==> config.mk <==
export PLATFORM = sky130hd
export DESIGN_NAME = utf16_to_utf8_transcoder
export DESIGN_NICKNAME = d
export VERILOG_FILES = /design/src/rtl/u16u8_pkg.sv /design/src/rtl/u16u8_front.sv /design/src/rtl/u16u8_queue.sv /design/src/rtl/u16u8_back.sv /design/src/rtl/utf16_to_utf8_transcoder.sv
export VERILOG_INCLUDE_DIRS = /design/src /design/src/rtl
export SDC_FILE = /design/constraint.sdc
export NUM_CORES = 1
export LEC_CHECK = 0
export ABC_AREA = 1
export BUFFER_PORTS_ARGS = -buffer_cell sky130_fd_sc_hd__clkbuf_2
export CORE_ASPECT_RATIO = 1.1
export CORE_MARGIN = 1
export CORE_UTILIZATION = 40
export DETAILED_ROUTE_END_ITERATION = 8
export GPL_ROUTABILITY_DRIVEN = 0
export PLACE_DENSITY = 0.69
export SLEW_MARGIN = 30
export SYNTH_ARGS = -nofsm -noshare
export SYNTH_HDL_FRONTEND = slang
export SYNTH_SLANG_ARGS = --single-unit
==> constraint.sdc <==
create_clock -name aclk -period 4.35 [get_ports aclk]
set_input_delay 0.87 -clock aclk [delete_from_list [all_inputs] [get_ports aclk]]
set_output_delay 0.87 -clock aclk [all_outputs]
set_load 0.02 [all_outputs]
==> src/rtl/utf16_to_utf8_transcoder_defines.svh <==
// ---------------------------------------------------------------------------
// utf16 to utf8 transcoder assertion macros
// shared concurrent assertion forms, clocked on aclk, held off during reset
// ---------------------------------------------------------------------------
`ifndef UTF16_TO_UTF8_TRANSCODER_DEFINES_SVH
`define UTF16_TO_UTF8_TRANSCODER_DEFINES_SVH

// same-cycle implication
`define U16U8_ASSERT_IMPLY(label, clk, rstn, ante, cons) \
    label: assert property (@(posedge clk) disable iff (!(rstn)) (ante) |-> (cons)) \
        else $error("u16u8 same-cycle check failed");

// next-cycle implication
`define U16U8_ASSERT_NEXT(label, clk, rstn, ante, cons) \
    label: assert property (@(posedge clk) disable iff (!(rstn)) (ante) |=> (cons)) \
        else $error("u16u8 next-cycle check failed");

`endif

==> src/rtl/u16u8_pkg.sv <==
// ---------------------------------------------------------------------------
// u16u8_pkg
// types and constants shared by the utf16 to utf8 transcoder modules
// ---------------------------------------------------------------------------
package u16u8_pkg;

    localparam int unsigned UNIT_W  = 16;
    localparam int unsigned BYTE_W  = 8;
    localparam int unsigned COUNT_W = 24;
    localparam int unsigned CP_W    = 21;
    localparam int unsigned MAX_BYTES = 4;

    localparam logic [UNIT_W-1:0]  SURR_LO   = 16'hD800;
    localparam logic [UNIT_W-1:0]  SURR_HI   = 16'hE000;
    localparam logic [UNIT_W-1:0]  SURR_MASK = 16'hFC00;
    localparam logic [UNIT_W-1:0]  HIGH_TAG  = 16'hD800;
    localparam logic [CP_W-1:0]    SUPP_BASE = 21'h10000;
    localparam logic [COUNT_W-1:0] COUNT_MAX = 24'hFFFFFF;

    // result status codes on the output channel
    typedef enum logic [1:0] {
        STATUS_DATA  = 2'd0,
        STATUS_END   = 2'd1,
        STATUS_ERROR = 2'd2
    } status_t;

    // what follows the data bytes of a job
    typedef enum logic [1:0] {
        TAIL_NONE  = 2'd0,
        TAIL_END   = 2'd1,
        TAIL_ERROR = 2'd2
    } tail_t;

    // one classified word, as handed from front to back
    typedef struct packed {
        logic [MAX_BYTES-1:0][BYTE_W-1:0] data_bytes;
        logic [2:0]                       n_bytes;
        tail_t                            tail;
        logic [COUNT_W-1:0]               total;
    } job_t;

endpackage

==> src/rtl/u16u8_front.sv <==
// ---------------------------------------------------------------------------
// u16u8_front
// classifies each accepted utf16 word, pairs surrogates, keeps string state
// and builds the complete result job for the back end
// ---------------------------------------------------------------------------
module u16u8_front (
    input  logic                            aclk,
    input  logic                            aresetn,
    input  logic                            accept,
    input  logic [u16u8_pkg::UNIT_W-1:0]    code_unit,
    input  logic                            end_of_buffer,
    output logic                            push,
    output u16u8_pkg::job_t                 job
);
    import u16u8_pkg::*;

    logic               pending_reg, pending_next;
    logic [9:0]         high_bits_reg, high_bits_next;
    logic               stopped_reg, stopped_next;
    logic [COUNT_W-1:0] count_reg, count_next;

    logic               is_bmp;
    logic               is_high;
    logic               fail;
    logic               silent;
    logic [CP_W-1:0]    cp;
    logic [COUNT_W:0]   count_sum;
    logic [COUNT_W-1:0] count_sat;
    job_t               job_c;
    logic               job_present;

    assign is_bmp  = (code_unit < SURR_LO) || (code_unit >= SURR_HI);
    assign is_high = (code_unit & SURR_MASK) == HIGH_TAG;

    always_comb begin
        pending_next   = pending_reg;
        high_bits_next = high_bits_reg;
        stopped_next   = stopped_reg;
        count_next     = count_reg;
        job_c          = '0;
        job_c.tail     = TAIL_NONE;
        fail           = 1'b0;
        silent         = 1'b0;
        cp             = '0;
        count_sum      = '0;
        count_sat      = count_reg;
        job_present    = 1'b0;

        if (stopped_reg) begin
            // words after an end or error are dropped until the buffer ends
            if (end_of_buffer) begin
                pending_next   = 1'b0;
                high_bits_next = '0;
                stopped_next   = 1'b0;
                count_next     = '0;
            end
        end else begin
            if (is_bmp) begin
                fail = pending_reg;
                cp   = CP_W'(code_unit);
            end else if (is_high) begin
                if (pending_reg) begin
                    fail = 1'b1;
                end else begin
                    pending_next   = 1'b1;
                    high_bits_next = code_unit[9:0];
                    fail           = end_of_buffer;
                    silent         = !end_of_buffer;
                end
            end else begin
                // low surrogate; the pair can never exceed the top code point
                fail           = !pending_reg;
                cp             = CP_W'({high_bits_reg, code_unit[9:0]}) + SUPP_BASE;
                pending_next   = 1'b0;
                high_bits_next = '0;
            end

            if (fail) begin
                job_c.tail   = TAIL_ERROR;
                job_present  = 1'b1;
                stopped_next = 1'b1;
            end else if (!silent) begin
                priority if (cp == '0) begin
                    job_c.n_bytes = 3'd0;
                end else if (cp < CP_W'(21'h80)) begin
                    job_c.n_bytes       = 3'd1;
                    job_c.data_bytes[0] = cp[7:0];
                end else if (cp < CP_W'(21'h800)) begin
                    job_c.n_bytes       = 3'd2;
                    job_c.data_bytes[0] = {3'b110, cp[10:6]};
                    job_c.data_bytes[1] = {2'b10, cp[5:0]};
                end else if (cp < SUPP_BASE) begin
                    job_c.n_bytes       = 3'd3;
                    job_c.data_bytes[0] = {4'b1110, cp[15:12]};
                    job_c.data_bytes[1] = {2'b10, cp[11:6]};
                    job_c.data_bytes[2] = {2'b10, cp[5:0]};
                end else begin
                    job_c.n_bytes       = 3'd4;
                    job_c.data_bytes[0] = {5'b11110, cp[20:18]};
                    job_c.data_bytes[1] = {2'b10, cp[17:12]};
                    job_c.data_bytes[2] = {2'b10, cp[11:6]};
                    job_c.data_bytes[3] = {2'b10, cp[5:0]};
                end

                count_sum  = {1'b0, count_reg} + (COUNT_W+1)'(job_c.n_bytes);
                count_sat  = count_sum[COUNT_W] ? COUNT_MAX : count_sum[COUNT_W-1:0];
                count_next = count_sat;

                if ((cp == '0) || end_of_buffer) begin
                    job_c.tail   = TAIL_END;
                    job_c.total  = count_sat;
                    stopped_next = 1'b1;
                end
                job_present = (job_c.n_bytes != 3'd0) || (job_c.tail != TAIL_NONE);
            end

            // a stop on the final word clears everything for the next buffer
            if (stopped_next && end_of_buffer) begin
                pending_next   = 1'b0;
                high_bits_next = '0;
                stopped_next   = 1'b0;
                count_next     = '0;
            end
        end
    end

    always_ff @(posedge aclk) begin
        if (!aresetn) begin
            pending_reg   <= 1'b0;
            high_bits_reg <= '0;
            stopped_reg   <= 1'b0;
            count_reg     <= '0;
        end else if (accept) begin
            pending_reg   <= pending_next;
            high_bits_reg <= high_bits_next;
            stopped_reg   <= stopped_next;
            count_reg     <= count_next;
        end
    end

    assign push = accept && job_present;
    assign job  = job_c;

endmodule

==> src/rtl/u16u8_queue.sv <==
// ---------------------------------------------------------------------------
// u16u8_queue
// short first-in first-out queue of jobs between front and back
// ---------------------------------------------------------------------------
`include "utf16_to_utf8_transcoder_defines.svh"

module u16u8_queue #(
    parameter int unsigned DEPTH = 4
) (
    input  logic            aclk,
    input  logic            aresetn,
    input  logic            wr_en,
    input  u16u8_pkg::job_t wr_job,
    output logic            full,
    input  logic            rd_en,
    output u16u8_pkg::job_t rd_job,
    output logic            not_empty
);
    import u16u8_pkg::*;

    localparam int unsigned AW = $clog2(DEPTH);
    localparam int unsigned CW = $clog2(DEPTH + 1);

    job_t          entry_reg [DEPTH];
    logic [AW-1:0] wr_ptr_reg, wr_ptr_next;
    logic [AW-1:0] rd_ptr_reg, rd_ptr_next;
    logic [CW-1:0] count_reg, count_next;

    // pointers wrap naturally, so depth must be a power of two; the queue does not enforce it
    always_comb begin
        wr_ptr_next = wr_en ? wr_ptr_reg + AW'(1) : wr_ptr_reg;
        rd_ptr_next = rd_en ? rd_ptr_reg + AW'(1) : rd_ptr_reg;
        unique case ({wr_en, rd_en})
            2'b10:   count_next = count_reg + CW'(1);
            2'b01:   count_next = count_reg - CW'(1);
            default: count_next = count_reg;
        endcase
    end

    always_ff @(posedge aclk) begin
        if (!aresetn) begin
            wr_ptr_reg <= '0;
            rd_ptr_reg <= '0;
            count_reg  <= '0;
        end else begin
            wr_ptr_reg <= wr_ptr_next;
            rd_ptr_reg <= rd_ptr_next;
            count_reg  <= count_next;
        end
    end

    always_ff @(posedge aclk) begin
        if (wr_en) begin
            entry_reg[wr_ptr_reg] <= wr_job;
        end
    end

    assign rd_job    = entry_reg[rd_ptr_reg];
    assign full      = count_reg == CW'(DEPTH);
    assign not_empty = count_reg != '0;

    `U16U8_ASSERT_IMPLY(a_no_overflow, aclk, aresetn, wr_en, !full)
    `U16U8_ASSERT_IMPLY(a_no_underflow, aclk, aresetn, rd_en, not_empty)
    `U16U8_ASSERT_NEXT(a_fill_tracks, aclk, aresetn, wr_en && !rd_en, not_empty)

endmodule

==> src/rtl/u16u8_back.sv <==
// ---------------------------------------------------------------------------
// u16u8_back
// walks the head job one result per cycle into the output register, held while the sink stalls
// ---------------------------------------------------------------------------
`include "utf16_to_utf8_transcoder_defines.svh"

module u16u8_back (
    input  logic                            aclk,
    input  logic                            aresetn,
    input  logic                            head_valid,
    input  u16u8_pkg::job_t                 head_job,
    output logic                            pop,
    output logic                            m_valid,
    input  logic                            m_ready,
    output logic [u16u8_pkg::BYTE_W-1:0]    m_out_byte,
    output logic [1:0]                      m_status,
    output logic [u16u8_pkg::COUNT_W-1:0]   m_byte_total,
    output logic                            m_last_of_run
);
    import u16u8_pkg::*;

    logic [2:0]         step_reg, step_next;
    logic               valid_reg, valid_next;
    logic [BYTE_W-1:0]  byte_reg, byte_next;
    status_t            status_reg, status_next;
    logic [COUNT_W-1:0] total_reg, total_next;
    logic               last_reg, last_next;

    logic               load;
    logic [2:0]         n_results;
    logic               final_step;

    assign load       = head_valid && (!valid_reg || m_ready);
    assign n_results  = head_job.n_bytes + ((head_job.tail != TAIL_NONE) ? 3'd1 : 3'd0);
    assign final_step = step_reg == (n_results - 3'd1);
    assign pop        = load && final_step;

    always_comb begin
        step_next   = step_reg;
        valid_next  = valid_reg && !m_ready;
        byte_next   = byte_reg;
        status_next = status_reg;
        total_next  = total_reg;
        last_next   = last_reg;
        if (load) begin
            valid_next = 1'b1;
            step_next  = final_step ? 3'd0 : step_reg + 3'd1;
            last_next  = final_step;
            if (step_reg < head_job.n_bytes) begin
                byte_next   = head_job.data_bytes[step_reg[1:0]];
                status_next = STATUS_DATA;
                total_next  = '0;
            end else begin
                byte_next = '0;
                unique case (head_job.tail)
                    TAIL_END: begin
                        status_next = STATUS_END;
                        total_next  = head_job.total;
                    end
                    default: begin
                        status_next = STATUS_ERROR;
                        total_next  = '0;
                    end
                endcase
            end
        end
    end

    always_ff @(posedge aclk) begin
        if (!aresetn) begin
            step_reg  <= '0;
            valid_reg <= 1'b0;
        end else begin
            step_reg  <= step_next;
            valid_reg <= valid_next;
        end
    end

    always_ff @(posedge aclk) begin
        byte_reg   <= byte_next;
        status_reg <= status_next;
        total_reg  <= total_next;
        last_reg   <= last_next;
    end

    assign m_valid       = valid_reg;
    assign m_out_byte    = byte_reg;
    assign m_status      = status_reg;
    assign m_byte_total  = total_reg;
    assign m_last_of_run = last_reg;

    `U16U8_ASSERT_IMPLY(a_step_in_job, aclk, aresetn, head_valid, step_reg < n_results)
    `U16U8_ASSERT_IMPLY(a_tail_byte_zero, aclk, aresetn,
        valid_reg && (status_reg != STATUS_DATA), byte_reg == '0)
    `U16U8_ASSERT_IMPLY(a_error_closes_run, aclk, aresetn,
        valid_reg && (status_reg == STATUS_ERROR), last_reg)

endmodule

==> src/rtl/utf16_to_utf8_transcoder.sv <==
// ---------------------------------------------------------------------------
// utf16_to_utf8_transcoder
// streaming utf16 to utf8 converter with surrogate pairing and end results
// ---------------------------------------------------------------------------
// each input word is one utf16 code unit plus an end-of-buffer flag; each
// output word is one result (a utf8 byte, an end marker carrying the
// saturating byte total, or an error marker), with m_last_of_run on the
// final result caused by an input word. the output side delivers one result
// per cycle while m_ready is high, set by its single-byte output register.
// a word causes no result if it is a held high surrogate or comes after the
// string has stopped, one to three for a nonzero bmp character, four for a
// surrogate pair and one more when an end result follows; a failing word
// causes a single error result. a queue of QUEUE_DEPTH classified words lets
// the input keep flowing while a long encoding drains or the sink stalls
// ---------------------------------------------------------------------------
module utf16_to_utf8_transcoder #(
    parameter int unsigned QUEUE_DEPTH = 4
) (
    input  logic                            aclk,
    input  logic                            aresetn,
    input  logic                            s_valid,
    output logic                            s_ready,
    input  logic [u16u8_pkg::UNIT_W-1:0]    s_code_unit,
    input  logic                            s_end_of_buffer,
    output logic                            m_valid,
    input  logic                            m_ready,
    output logic [u16u8_pkg::BYTE_W-1:0]    m_out_byte,
    output logic [1:0]                      m_status,
    output logic [u16u8_pkg::COUNT_W-1:0]   m_byte_total,
    output logic                            m_last_of_run
);
    import u16u8_pkg::*;

    logic s_accept;
    logic q_full;
    logic q_push;
    job_t q_wr_job;
    logic q_not_empty;
    logic q_pop;
    job_t q_head_job;

    // a word is taken whenever the queue has room, whether or not it
    // produces a result
    assign s_ready  = !q_full;
    assign s_accept = s_valid && s_ready;

    // front: surrogate pairing, string state, utf8 encoding and byte count
    u16u8_front u_front (
        .aclk          (aclk),
        .aresetn       (aresetn),
        .accept        (s_accept),
        .code_unit     (s_code_unit),
        .end_of_buffer (s_end_of_buffer),
        .push          (q_push),
        .job           (q_wr_job)
    );

    // decoupling queue of fully classified words
    u16u8_queue #(
        .DEPTH (QUEUE_DEPTH)
    ) u_queue (
        .aclk      (aclk),
        .aresetn   (aresetn),
        .wr_en     (q_push),
        .wr_job    (q_wr_job),
        .full      (q_full),
        .rd_en     (q_pop),
        .rd_job    (q_head_job),
        .not_empty (q_not_empty)
    );

    // back: serialises each job into one result per cycle while the sink accepts
    u16u8_back u_back (
        .aclk          (aclk),
        .aresetn       (aresetn),
        .head_valid    (q_not_empty),
        .head_job      (q_head_job),
        .pop           (q_pop),
        .m_valid       (m_valid),
        .m_ready       (m_ready),
        .m_out_byte    (m_out_byte),
        .m_status      (m_status),
        .m_byte_total  (m_byte_total),
        .m_last_of_run (m_last_of_run)
    );

endmodule

# ---- After elaboration in Yosys (flattened, before gate mapping)
# Memories as Yosys holds them, arrays and structs flattened. A register that Yosys moved wholly into a read port is not among the register bits.
# Index checks and enable logic that the tools add are counted.
dict set report totals {
  word_cells 142
  mem_count 1
  ram_bits 244
  output_inout_bits 37
  register_bits 82
}
dict set report op_classes {
  n_eq_ne 11
  n_reduce_logical 25
  n_mux 75
  bitwise 1
  magnitude_cmp 7
  add_sub_neg 9
}
# name words width read_ports rd_clocked_by_memory_dff wr line
set memory_table {}
lappend memory_table {u_queue.entry_reg 4 61 1 1 1 u16u8_queue.sv:24} ;# job_t entry_reg [DEPTH];
# op n
set ops {}
lappend ops {{$mux 24} 8}
lappend ops {{$mux 27} 6}
lappend ops {{$mux 61} 2}
lappend ops {{$mux 26} 3}
lappend ops {{$mux 21} 3}
lappend ops {{$mux 10} 6}
lappend ops {{$mux 25} 2}
lappend ops {{$mux 35} 1}
lappend ops {{$mux 32} 1}
lappend ops {{$mux 1} 27}
lappend ops {{$add 24x3->25} 1}
lappend ops {{$add 20x17->21 const B} 1}
lappend ops {{$logic_not 21->1} 1}
lappend ops {{$lt 21x12->1 const B} 1}
lappend ops {{$lt 21x17->1 const B} 1}
lappend ops {{$lt 21x8->1 const B} 1}
lappend ops {{$mux 19} 1}
lappend ops {{$bmux 8 s2} 1}
lappend ops {{$ge 16x16->1 const B} 1}
lappend ops {{$lt 16x16->1 const B} 1}
lappend ops {{$mux 16} 1}
lappend ops {{$mux 8} 2}
lappend ops {{$mux 3} 5}
lappend ops {{$mux 11} 1}
lappend ops {{26 further kinds} 50}

# ---- Longest topological paths before layout
# Gate-level depths: netlist (run 1).
dict set report logic_depth {
  ltp_word 32
  depth_mapped 23
}

# ---- Cells and area by module
# Synthesis (run 1) repeated with hierarchy kept, for this count alone.
dict set report hier_totals {
  hier_cells 1416
  hier_area_um2 15406.0
}
# mod seq_area_each_um2 cells_per_inst instances area_each_um2
set by_module_without_submodules {}
lappend by_module_without_submodules {u16u8_queue 7507.2 648 1 10077.2}
lappend by_module_without_submodules {u16u8_front 720.7 561 1 3397.0}
lappend by_module_without_submodules {u16u8_back 1131.1 204 1 1918.1}
lappend by_module_without_submodules {utf16_to_utf8_transcoder 0.0 3 1 13.8}

# ---- Worst setup path before layout (run 1)
# No wires, ideal clock.
dict set report synth_path {
  path_type {input to register}
  from {input port s_code_unit[10] in the netlist's numbering}
  to {memory u_queue.entry_reg[0][0] in the netlist's numbering, enable pin}
  path_stages 9
  arrival_ns 3.916
  n_path_buf 1
  setup_slack_ns -0.038
  cell_sequence {buf_2 > inv_1 > nand2_2 > nor2_1 > inv_2 > nor2_1 > inv_2 > nand2_2 > nor2_1}
}
dict set report synth_via {
  elab_chain_cells 26
  word_cells_on_any_way 44
  classes_between {order compare: 5; eq/ne: 1; mux: 31; reduce/logical: 7}
}
# element line
set synth_rtl {}
lappend synth_rtl {{from (decl)} utf16_to_utf8_transcoder.sv:23} ;# input logic [u16u8_pkg::UNIT_W-1:0] s_code_unit,
lappend synth_rtl {{$lt 16x16->1, or another cell as far along} u16u8_front.sv:32} ;# assign is_bmp = (code_unit < SURR_LO) || (code_unit >= SURR_HI);
lappend synth_rtl {{$logic_or 1x1->1 / $mux 21 (equally long branches)} {u16u8_front.sv:32, u16u8_front.sv:61}}
lappend synth_rtl {{$mux 21} u16u8_front.sv:58} ;# if (is_bmp) begin
lappend synth_rtl {{$mux 21} u16u8_front.sv:49} ;# if (stopped_reg) begin
lappend synth_rtl {{$lt 21x17->1} u16u8_front.sv:92} ;# end else if (cp < SUPP_BASE) begin
lappend synth_rtl {{$mux 25} u16u8_front.sv:92}
lappend synth_rtl {{$mux 27} u16u8_front.sv:88} ;# end else if (cp < CP_W'(21'h800)) begin
lappend synth_rtl {{$mux 27} u16u8_front.sv:85} ;# end else if (cp < CP_W'(21'h80)) begin
lappend synth_rtl {{[10 not listed]} -}
lappend synth_rtl {{$reduce_bool 3->1} u16u8_front.sv:114} ;# job_present = (job_c.n_bytes != 3'd0) || (job_c.tail != TAIL_NONE);
lappend synth_rtl {{$logic_or 1x1->1} u16u8_front.sv:114}
lappend synth_rtl {{$mux 1} u16u8_front.sv:82} ;# end else if (!silent) begin
lappend synth_rtl {{$mux 1 (*)} u16u8_front.sv:78} ;# if (fail) begin
lappend synth_rtl {{$mux 1 (*)} u16u8_front.sv:49}
lappend synth_rtl {{$logic_and 1x1->1 (*)} u16u8_front.sv:141} ;# assign push = accept && job_present;
lappend synth_rtl {{$mux 1 (*)} u16u8_queue.sv:53} ;# if (wr_en) begin
lappend synth_rtl {{$mux 1 (implied by the code) (*)} u16u8_queue.sv:54} ;# entry_reg[wr_ptr_reg] <= wr_job;
lappend synth_rtl {{to (decl)} u16u8_queue.sv:24}
# Mark *: on every way between the ends. The rest lies on a longest branch, timed or not. The select of a mux whose other input is x is not followed.

==> results.md, run 1 <==
| Stage | Metric | This run |
| --- | --- | --- |
| outcome | Run status | finished clean |
| timing | Transition at the pin with the smallest max-transition slack | 0.860 ns |
| placement | Total instance count after detailed placement | 1822 |
| floorplan | Number of primary I/O pins | 58 |
| drt | Final antenna-violating net count | 0 |
| floorplan | Initial core utilization | 40.7% |
| synthesis | Biggest area contributors in the synthesized netlist | sky130_fd_sc_hd__edfxtp_1 57%, sky130_fd_sc_hd__dfxtp_1 7.0%, sky130_fd_sc_hd__nor2_1 5.8% |
| timing | Headroom to the max-slew limit | 42.4% |
| global route | Antenna violations before repair | 0 |
| worst setup path | Worst path slowest cell | sky130_fd_sc_hd__dfxtp_4 |
| power | Switching portion of total power | 31.5% |
| cts | Clock network latency to the later pin of the worst-skew pair | 0.56 ns |
| power | Pint | 5.76 mW |
| worst setup path | Largest stage delay on the critical path | 0.58 ns |
| layout | Count of antenna diodes in the layout | 0 |
| worst setup path | Cell-by-cell trace of the critical path | inv_2, o21ai_0, o22ai_1, or2_2, inv_1, ha_1, ha_1, xor2_1, xor2_1, nand2_1, nor2_2, ha_1, inv_1, fa_1, a21oi_1, o21ai_0, o21ai_0, a21oi_1 |
| placement | Detail Placement HPWL | 21200 um |
| floorplan | Core box area | 34300 sq um |
| placement | Number of I/O port buffers | 57 |
| layout | Sequential cell area in the final layout | 8880 sq um |
| worst setup path | Required time at the endpoint of the critical path | 4.80 ns |
| worst setup path | Setup crit start kind | register |
| drt | DR vias/cell | 5.39 |
| power | Worst-case vdd ir drop | 0.000325 V |
| timing | Final critical path time including I/O delays and setup | 3.83 ns |
| worst setup path | Critical path buffer and inverter count | 3 |
| min path | Worst hold-check path type | reg -> reg |
| layout | Layout cells sized above 1 | 13.5% |
| synthesis | Post-synthesis instance total | 1359 |
| synthesis | Synth cell types | 54 |
| global route | Pin count of the biggest net entering global routing | 58 |
| drt | Residual DRC count | 0 |
| synthesis | Syn_nets | 1394 |
| drt | Vias | 10101 |
| drt | Final wirelength | 32900 um |
| layout | Area taken by multi-input logic gates | 4400 sq um |
| synthesis | Yosys Warn Count | 0 |
| timing | Highest clock rate | 261 MHz |
| cts | TritonCTS clock tree | built |
| placement | Worst Setup Slack post-DPL | 0.311 ns |
| cts | Clock slew at reported path FFs | 0.06 ns |
| layout | FILL cells | 3126 |
| layout | Nets@finish | 1450 |
| timing | Clock skew after layout | 0.00865 ns |
| power | Gate power share | 22.8% |
| synthesis | Most common cell in the synthesized netlist | sky130_fd_sc_hd__edfxtp_1 |
| worst setup path | Classification of the worst setup path | reg -> reg |
| worst setup path | WP data arrival | 4.28 ns |
| cts | Number of buffers added by the clock tree synthesis step | 29 |
| power | LEAKAGE | 5.83 nW |
| synthesis | Dominant cell type by area after synthesis | sky130_fd_sc_hd__edfxtp_1 |
| power | Proportion of power drawn by the clock network | 30.8% |
| synthesis | Async set-or-reset flop fraction in the synthesized netlist | 0% |
| synthesis | Synth Flop Type | sky130_fd_sc_hd__edfxtp_1 |
| floorplan | Cell row count | 71 |
| cts | Root Driver | sky130_fd_sc_hd__clkbuf_16 |
| power | Switching pwr | 2.65 mW |
| layout | Largest register FFs | 228 |
| synthesis | Share of the synthesized area in the top cell type | 56.6% |
| layout | Synthesis-to-finish area growth | 13.4% |
| global route | All-Layer GR Usage | 18.5% |
| drt | Starting DRT DRC Count | 1026 |
| cts | H-tree depth | 1 |
| timing | Number of slew-limit violations in the final report | 0 |
| floorplan | Die Wd | 180 um |
| synthesis | Number of synthesized register bits | 312 |
| cts | Number of buffers on the longest clock path | 3 |
| cts | Post-CTS Setup Inserts | 0 |
| power | Sequential group share of total power | 46.4% |
| timing | WHS | 0.469 ns |
| synthesis | Avg Synthesized Cell Area | 10.3 sq um |
| floorplan | Die H | 198 um |
| synthesis | Leading post-synthesis cells by instance count | 263 x sky130_fd_sc_hd__edfxtp_1, 217 x sky130_fd_sc_hd__nor2_1, 212 x sky130_fd_sc_hd__nand2_1 |
| layout | Number of cells in the finished layout apart from fillers | 1875 |
| layout | Share of the core filled with cells in the final layout | 46.1% |
| timing | Post-route clock period utilization | 88.1% |
| global route | Via count of the first global-routing pass | 9780 |
| timing | Minimum setup slack in the final design | 0.520 ns |
| cts | TritonCTS Sinks | 312 |
| global route | Wire length of the first global-routing pass | 52300 um |
| synthesis | Post-Syn Area | 14000 sq um |
| worst setup path | Top cell family by delay on the critical path | adder cells |
| drt | WL per Instance | 17.6 um |
| run | Max-Cap Viols | 0 |
| cts | PostCTS Resize Cnt | 0 |
| synthesis | Part of the Yosys area used for sequential elements | 63.6% |
| timing | Setup repair after global routing missed its margin | false |
| global route | Gr ovfl total | 0 |
| drt | First drt pass iteration count | 6 |
| synthesis | Number of flops mapped to enable cells by yosys | 263 |
| timing | Final Setup Violations | 0 |
| cts | CTS Hold Bufs | 0 |
| worst setup path | Critical Path Fanout Max | 31 |
| floorplan | Area enclosed by the die boundary | 35600 sq um |
| timing | Final hold violation count | 0 |
| worst setup path | Kind of end point of the critical path | register |
| power | Pwr/cell area | 532 nW/um^2 |
==> power groups by stage <==
stage | Sequential, mW | Clock (mW) | Combinational, mW
after floorplan | 4.15 | 0 | 1.06
final | 3.90 | 2.59 | 1.92
after detailed placement | 3.97 | 0 | 1.93
after global routing | 3.94 | 2.73 | 2.12
after global placement | 3.96 | 0 | 1.90
after CTS | 3.91 | 2.63 | 1.94
==> tightest hold or removal path, delay by kind of cell, from the launching register on <==
kind,cells,cell delay (ns)
compound gates,1,0.05
flops,1,0.31
simple gates,1,0.06
==> through the flow <==
stage                     cell area, sq um  TNS [ns]  power (mW)
final                                15800         0        8.41
after global routing                 15800         0        8.79
after CTS                            15800         0        8.47
after detailed placement             14800         0        5.90
after global placement               14800         0        5.86
after floorplan                      14000     -8.57        5.21
==> cell type report <==
cell class / instances / share of cell area, %
Tap cell: 438 / 3.46
Clock inverter: 16 / 1.06
Multi-Input combinational cell: 863 / 27.8
Clock buffer: 37 / 5.09
Timing Repair Buffer: 85 / 3.45
Inverter: 124 / 2.96
Sequential cell: 312 / 56.2
==> cell usage in the layout (no fill, tap or decap), types with 6 or more instances in the layout <==
cell,count
sky130_fd_sc_hd__a21oi_1,86
sky130_fd_sc_hd__clkinv_2,7
sky130_fd_sc_hd__clkbuf_16,29
sky130_fd_sc_hd__buf_4,24
sky130_fd_sc_hd__dfxtp_1,47
sky130_fd_sc_hd__nand2_1,212
sky130_fd_sc_hd__xor2_1,6
sky130_fd_sc_hd__inv_1,111
sky130_fd_sc_hd__a31oi_1,9
sky130_fd_sc_hd__o221ai_1,8
sky130_fd_sc_hd__nand2_2,11
sky130_fd_sc_hd__nand3_1,43
sky130_fd_sc_hd__nor2_1,211
sky130_fd_sc_hd__edfxtp_1,263
sky130_fd_sc_hd__clkbuf_2,57
sky130_fd_sc_hd__o211ai_1,7
sky130_fd_sc_hd__inv_2,10
sky130_fd_sc_hd__o22ai_1,25
sky130_fd_sc_hd__nor2_4,8
sky130_fd_sc_hd__o21ai_0,126
sky130_fd_sc_hd__a211oi_2,6
sky130_fd_sc_hd__nand4_1,26
sky130_fd_sc_hd__nor3_1,12
sky130_fd_sc_hd__ha_1,13
==> logic make-up (layout without fill, tap and decap cells) <==
family | after synthesis | count (layout) | synth area share [%]
compound gates | 288 | 288 | 11.8
xor+xnor | 8 | 8 | 0.502
fa+ha+maj | 14 | 14 | 1.31
buf+inv | 184 | 262 | 5.20
flops | 312 | 312 | 63.6
simple gates | 553 | 553 | 17.6
==> per-layer routing <==
layer  vias to the layer above  track usage (%)  wire [um]
met5                         -                0          0
met4                         0             5.79        697
met3                        55             2.87       2420
met2                       384             30.8      15400
met1                      4820             24.9      14400
li1                       4842                -          -
==> worst paths after layout <==
check / slack [ns] / end / startpoint / cells after the start
max: 0.52 / u_queue.count_reg[2] / register / 18
min: 0.47 / u_front.high_bits_reg[5] / u_front.high_bits_reg[5] / 2
max reg2reg: 0.52 / u_queue.count_reg[2] / register / 18
min reg2reg: 0.47 / u_front.high_bits_reg[5] / u_front.high_bits_reg[5] / 2
Power figures use the tool's default switching activity.
==> run 2, diff against run 1 <==
SYNTH_HIERARCHICAL = 1   (was default)
==> results.md, run 2 <==
| Stage | Metric | This run |
| --- | --- | --- |
| outcome | Run status | finished clean |
| cts | H-tree depth | 2 |
| placement | Detail Placement HPWL | 21500 um |
| worst setup path | Worst R2R Start | u_front/high_bits_reg[6] |
| layout | Sequential cell area in the final layout | 9360 sq um |
| power | Switching portion of total power | 30.2% |
| drt | Final wirelength | 33900 um |
| worst setup path | Critical path buffer and inverter count | 5 |
| power | Sequential group share of total power | 46.0% |
| power | LEAKAGE | 6.32 nW |
| placement | Worst Setup Slack post-DPL | -0.0599 ns |
| cts | Number of buffers added by the clock tree synthesis step | 34 |
| cts | Clock slew at reported path FFs | 0.06 ns |
| timing | Post-route clock period utilization | 91.1% |
| drt | Final antenna-violating net count | 0 |
| worst setup path | Most common cell on crit path | sky130_fd_sc_hd__nand2_4 |
| synthesis | Dominant cell type by area after synthesis | sky130_fd_sc_hd__edfxtp_1 |
| floorplan | Die H | 208 um |
| worst setup path | Count of cells along the worst register-to-register path | 19 |
| worst setup path | Crit path depth | 22 |
| worst setup path | Launch point of the critical path | s_code_unit[14] |
| timing | Highest clock rate | 252 MHz |
| global route | Antenna violations before repair | 0 |
| worst setup path | Kind of end point of the critical path | register |
| layout | Area taken by multi-input logic gates | 5050 sq um |
| cts | TritonCTS clock tree | built |
| cts | Clock network latency to the later pin of the worst-skew pair | 0.52 ns |
| drt | WL per Instance | 17.0 um |
| synthesis | Async set-or-reset flop fraction in the synthesized netlist | 0% |
| drt | Starting DRT DRC Count | 893 |
| worst setup path | Critical Path Fanout Max | 17 |
| worst setup path | Top cell family by delay on the critical path | simple AND/OR/NAND/NOR gates |
| timing | Headroom to the max-slew limit | 40.1% |
| synthesis | Post-Syn Area | 15400 sq um |
| floorplan | Initial core utilization | 40.5% |
| cts | Root Driver | sky130_fd_sc_hd__clkbuf_16 |
| timing | Setup repair after global routing missed its margin | false |
| floorplan | Area enclosed by the die boundary | 39300 sq um |
| power | Gate power share | 20.9% |
| synthesis | Number of synthesized register bits | 328 |
| synthesis | Most common cell in the synthesized netlist | sky130_fd_sc_hd__edfxtp_1 |
| cts | TritonCTS Sinks | 328 |
| global route | Gr ovfl total | 0 |
| layout | Count of antenna diodes in the layout | 0 |
| worst setup path | R2r endpoint | u_queue/entry_reg[2][3] |
| min path | Worst hold-check path type | reg -> reg |
| layout | Nets@finish | 1514 |
| timing | Final Setup Violations | 0 |
| worst setup path | WP data arrival | 4.27 ns |
| timing | Final critical path time including I/O delays and setup | 3.96 ns |
| layout | Largest register FFs | 244 |
| synthesis | Post-synthesis instance total | 1416 |
| worst setup path | Cell-by-cell trace of the critical path | clkbuf_2, nand2_1, nor2_4, nand3_4, clkinv_4, nand2_1, o21ai_0, nor2_2, nand3_4, inv_4, nand2_4, a21oi_1, ha_1, inv_1, fa_1, inv_1, nand2_2, nand2_4, nand2_4, nor2_4, nand4_4, a21oi_1 |
| placement | Number of I/O port buffers | 57 |
| synthesis | Biggest area contributors in the synthesized netlist | sky130_fd_sc_hd__edfxtp_1 54%, sky130_fd_sc_hd__dfxtp_1 6.4%, sky130_fd_sc_hd__nor2_1 4.9% |
| synthesis | Number of flops mapped to enable cells by yosys | 279 |
| global route | Pin count of the biggest net entering global routing | 65 |
| timing | Final hold violation count | 0 |
| drt | DR vias/cell | 5.22 |
| timing | Final sum of negative setup slack | 0 ns |
| cts | PostCTS Resize Cnt | 0 |
| synthesis | Synth cell types | 57 |
| worst setup path | Classification of the worst setup path | in -> reg |
| power | Pwr/cell area | 502 nW/um^2 |
| synthesis | Synth Flop Type | sky130_fd_sc_hd__edfxtp_1 |
| worst setup path | Worst path slowest cell | sky130_fd_sc_hd__a21oi_1 |
| timing | Clock skew after layout | 0.0222 ns |
| layout | Layout cells sized above 1 | 19.6% |
| cts | Number of buffers on the longest clock path | 3 |
| layout | Synthesis-to-finish area growth | 11.7% |
| floorplan | Cell row count | 75 |
| drt | Residual DRC count | 0 |
| timing | Minimum setup slack in the final design | 0.386 ns |
| layout | Most used cells in the layout excluding fill and tap cells | 279 x sky130_fd_sc_hd__edfxtp_1, 200 x sky130_fd_sc_hd__nor2_1, 191 x sky130_fd_sc_hd__nand2_1 |
| power | Overall power of the completed layout | 8.64 mW |
| power | Pint | 6.04 mW |
| synthesis | Share of the synthesized area in the top cell type | 54.4% |
| synthesis | Yosys Warn Count | 6 |
| global route | Wire length of the first global-routing pass | 54100 um |
| worst setup path | Worst Setup EP | u_queue/entry_reg[2][3] |
| cts | CTS Hold Bufs | 0 |
| synthesis | Avg Synthesized Cell Area | 10.9 sq um |
| power | Switching pwr | 2.61 mW |
| floorplan | Number of primary I/O pins | 58 |
| power | Worst-case vdd ir drop | 0.000280 V |
| drt | Vias | 10451 |
| worst setup path | Largest stage delay on the critical path | 0.40 ns |
| worst setup path | Setup crit start kind | primary input |
| cts | Post-CTS Setup Inserts | 0 |
| floorplan | Die Wd | 189 um |
| layout | Share of the core filled with cells in the final layout | 45.3% |
| global route | All-Layer GR Usage | 17.4% |
| floorplan | Core box area | 38000 sq um |
| timing | Transition at the pin with the smallest max-transition slack | 0.898 ns |
| layout | FILL cells | 3476 |
| synthesis | Leading post-synthesis cells by instance count | 279 x sky130_fd_sc_hd__edfxtp_1, 200 x sky130_fd_sc_hd__nor2_1, 191 x sky130_fd_sc_hd__nand2_1 |
| worst setup path | Required time at the endpoint of the critical path | 4.66 ns |
| run | Max-Cap Viols | 0 |
| global route | Via count of the first global-routing pass | 10193 |
| drt | First drt pass iteration count | 6 |
| synthesis | Part of the Yosys area used for sequential elements | 60.7% |
| layout | Most frequent standard cell in the layout excluding fill and tap cells | sky130_fd_sc_hd__edfxtp_1 |
| power | Proportion of power drawn by the clock network | 33.1% |
| timing | Number of slew-limit violations in the final report | 0 |
| worst setup path | Minimum setup slack among reg-to-reg paths | 0.48 ns |
==> run 2: changes by cell type in the layout (fill, tap and decap cells not counted), moves of 9 or more <==
cell                       delta
sky130_fd_sc_hd__a21oi_1     -23
sky130_fd_sc_hd__a31oi_1      -9
sky130_fd_sc_hd__o21ai_1     +29
sky130_fd_sc_hd__inv_1       +14
sky130_fd_sc_hd__nand4_1     -18
sky130_fd_sc_hd__nand2_1     -21
sky130_fd_sc_hd__o22ai_2     +41
sky130_fd_sc_hd__nor2_1      -11
sky130_fd_sc_hd__nor2_4      +36
sky130_fd_sc_hd__edfxtp_1    +16
==> run 2: layer usage <==
metal	track usage, %	part of all wire, %	wire length (um)
met1	23.9	44	14900
met5	0	0	0
met4	5.92	2.6	898
met3	2.84	6.7	2260
met2	28.1	47	15900
==> run 2: cell type report <==
cell class                      instances  area share, %
Inverter                              143           3.22
Timing Repair Buffer                   86           3.02
Clock inverter                         16          0.975
Sequential cell                       328           54.4
Tap cell                              500           3.64
Multi-Input combinational cell        885           29.3
Clock buffer                           43           5.38
==> run 2: how the worst min path moves through the flow <==
| stage | to | start | cells after the start |
|---|---|---|---|
| floorplan | register | u_queue/rd_ptr_reg[1] | 1 |
| global placement | register | u_queue/rd_ptr_reg[1] | 1 |
| detailed placement | register | u_queue/rd_ptr_reg[1] | 1 |
| CTS | register | u_queue/rd_ptr_reg[1] | 1 |
| global route | register | u_queue/rd_ptr_reg[1] | 1 |
| finish | register | u_queue/rd_ptr_reg[1] | 1 |
==> run 2: power groups by stage <==
stage / clock, mW / combinational [mW] / sequential (mW)
4_1_cts: 2.92 / 1.82 / 3.98
6_report: 2.86 / 1.81 / 3.98
3_5_place_dp: 0 / 1.81 / 4.05
2_1_floorplan: 0 / 1.15 / 4.20
5_1_grt: 3.03 / 1.98 / 4.01
3_3_place_gp: 0 / 1.78 / 4.04
==> run 2: logic make-up (layout without fill, tap and decap cells) <==
group	count (synthesis)	after routing	share of synthesized area, %
simple gates	542	542	17.7
flops	328	328	60.7
compound gates	317	317	13.2
buf+inv	205	288	6.61
fa+ha+maj	15	15	1.32
xor+xnor	8	8	0.455
other cells	1	3	0.0243
==> run 2: metrics by stage <==
stage,hold WS (ns),std cells,cell area (sq um)
2_1_floorplan,0.412,1418,15400
3_3_place_gp,0.422,1941,16100
3_5_place_dp,0.435,1941,16100
4_1_cts,0.456,2000,17200
5_1_grt,0.471,2001,17200
6_report,0.454,2001,17200
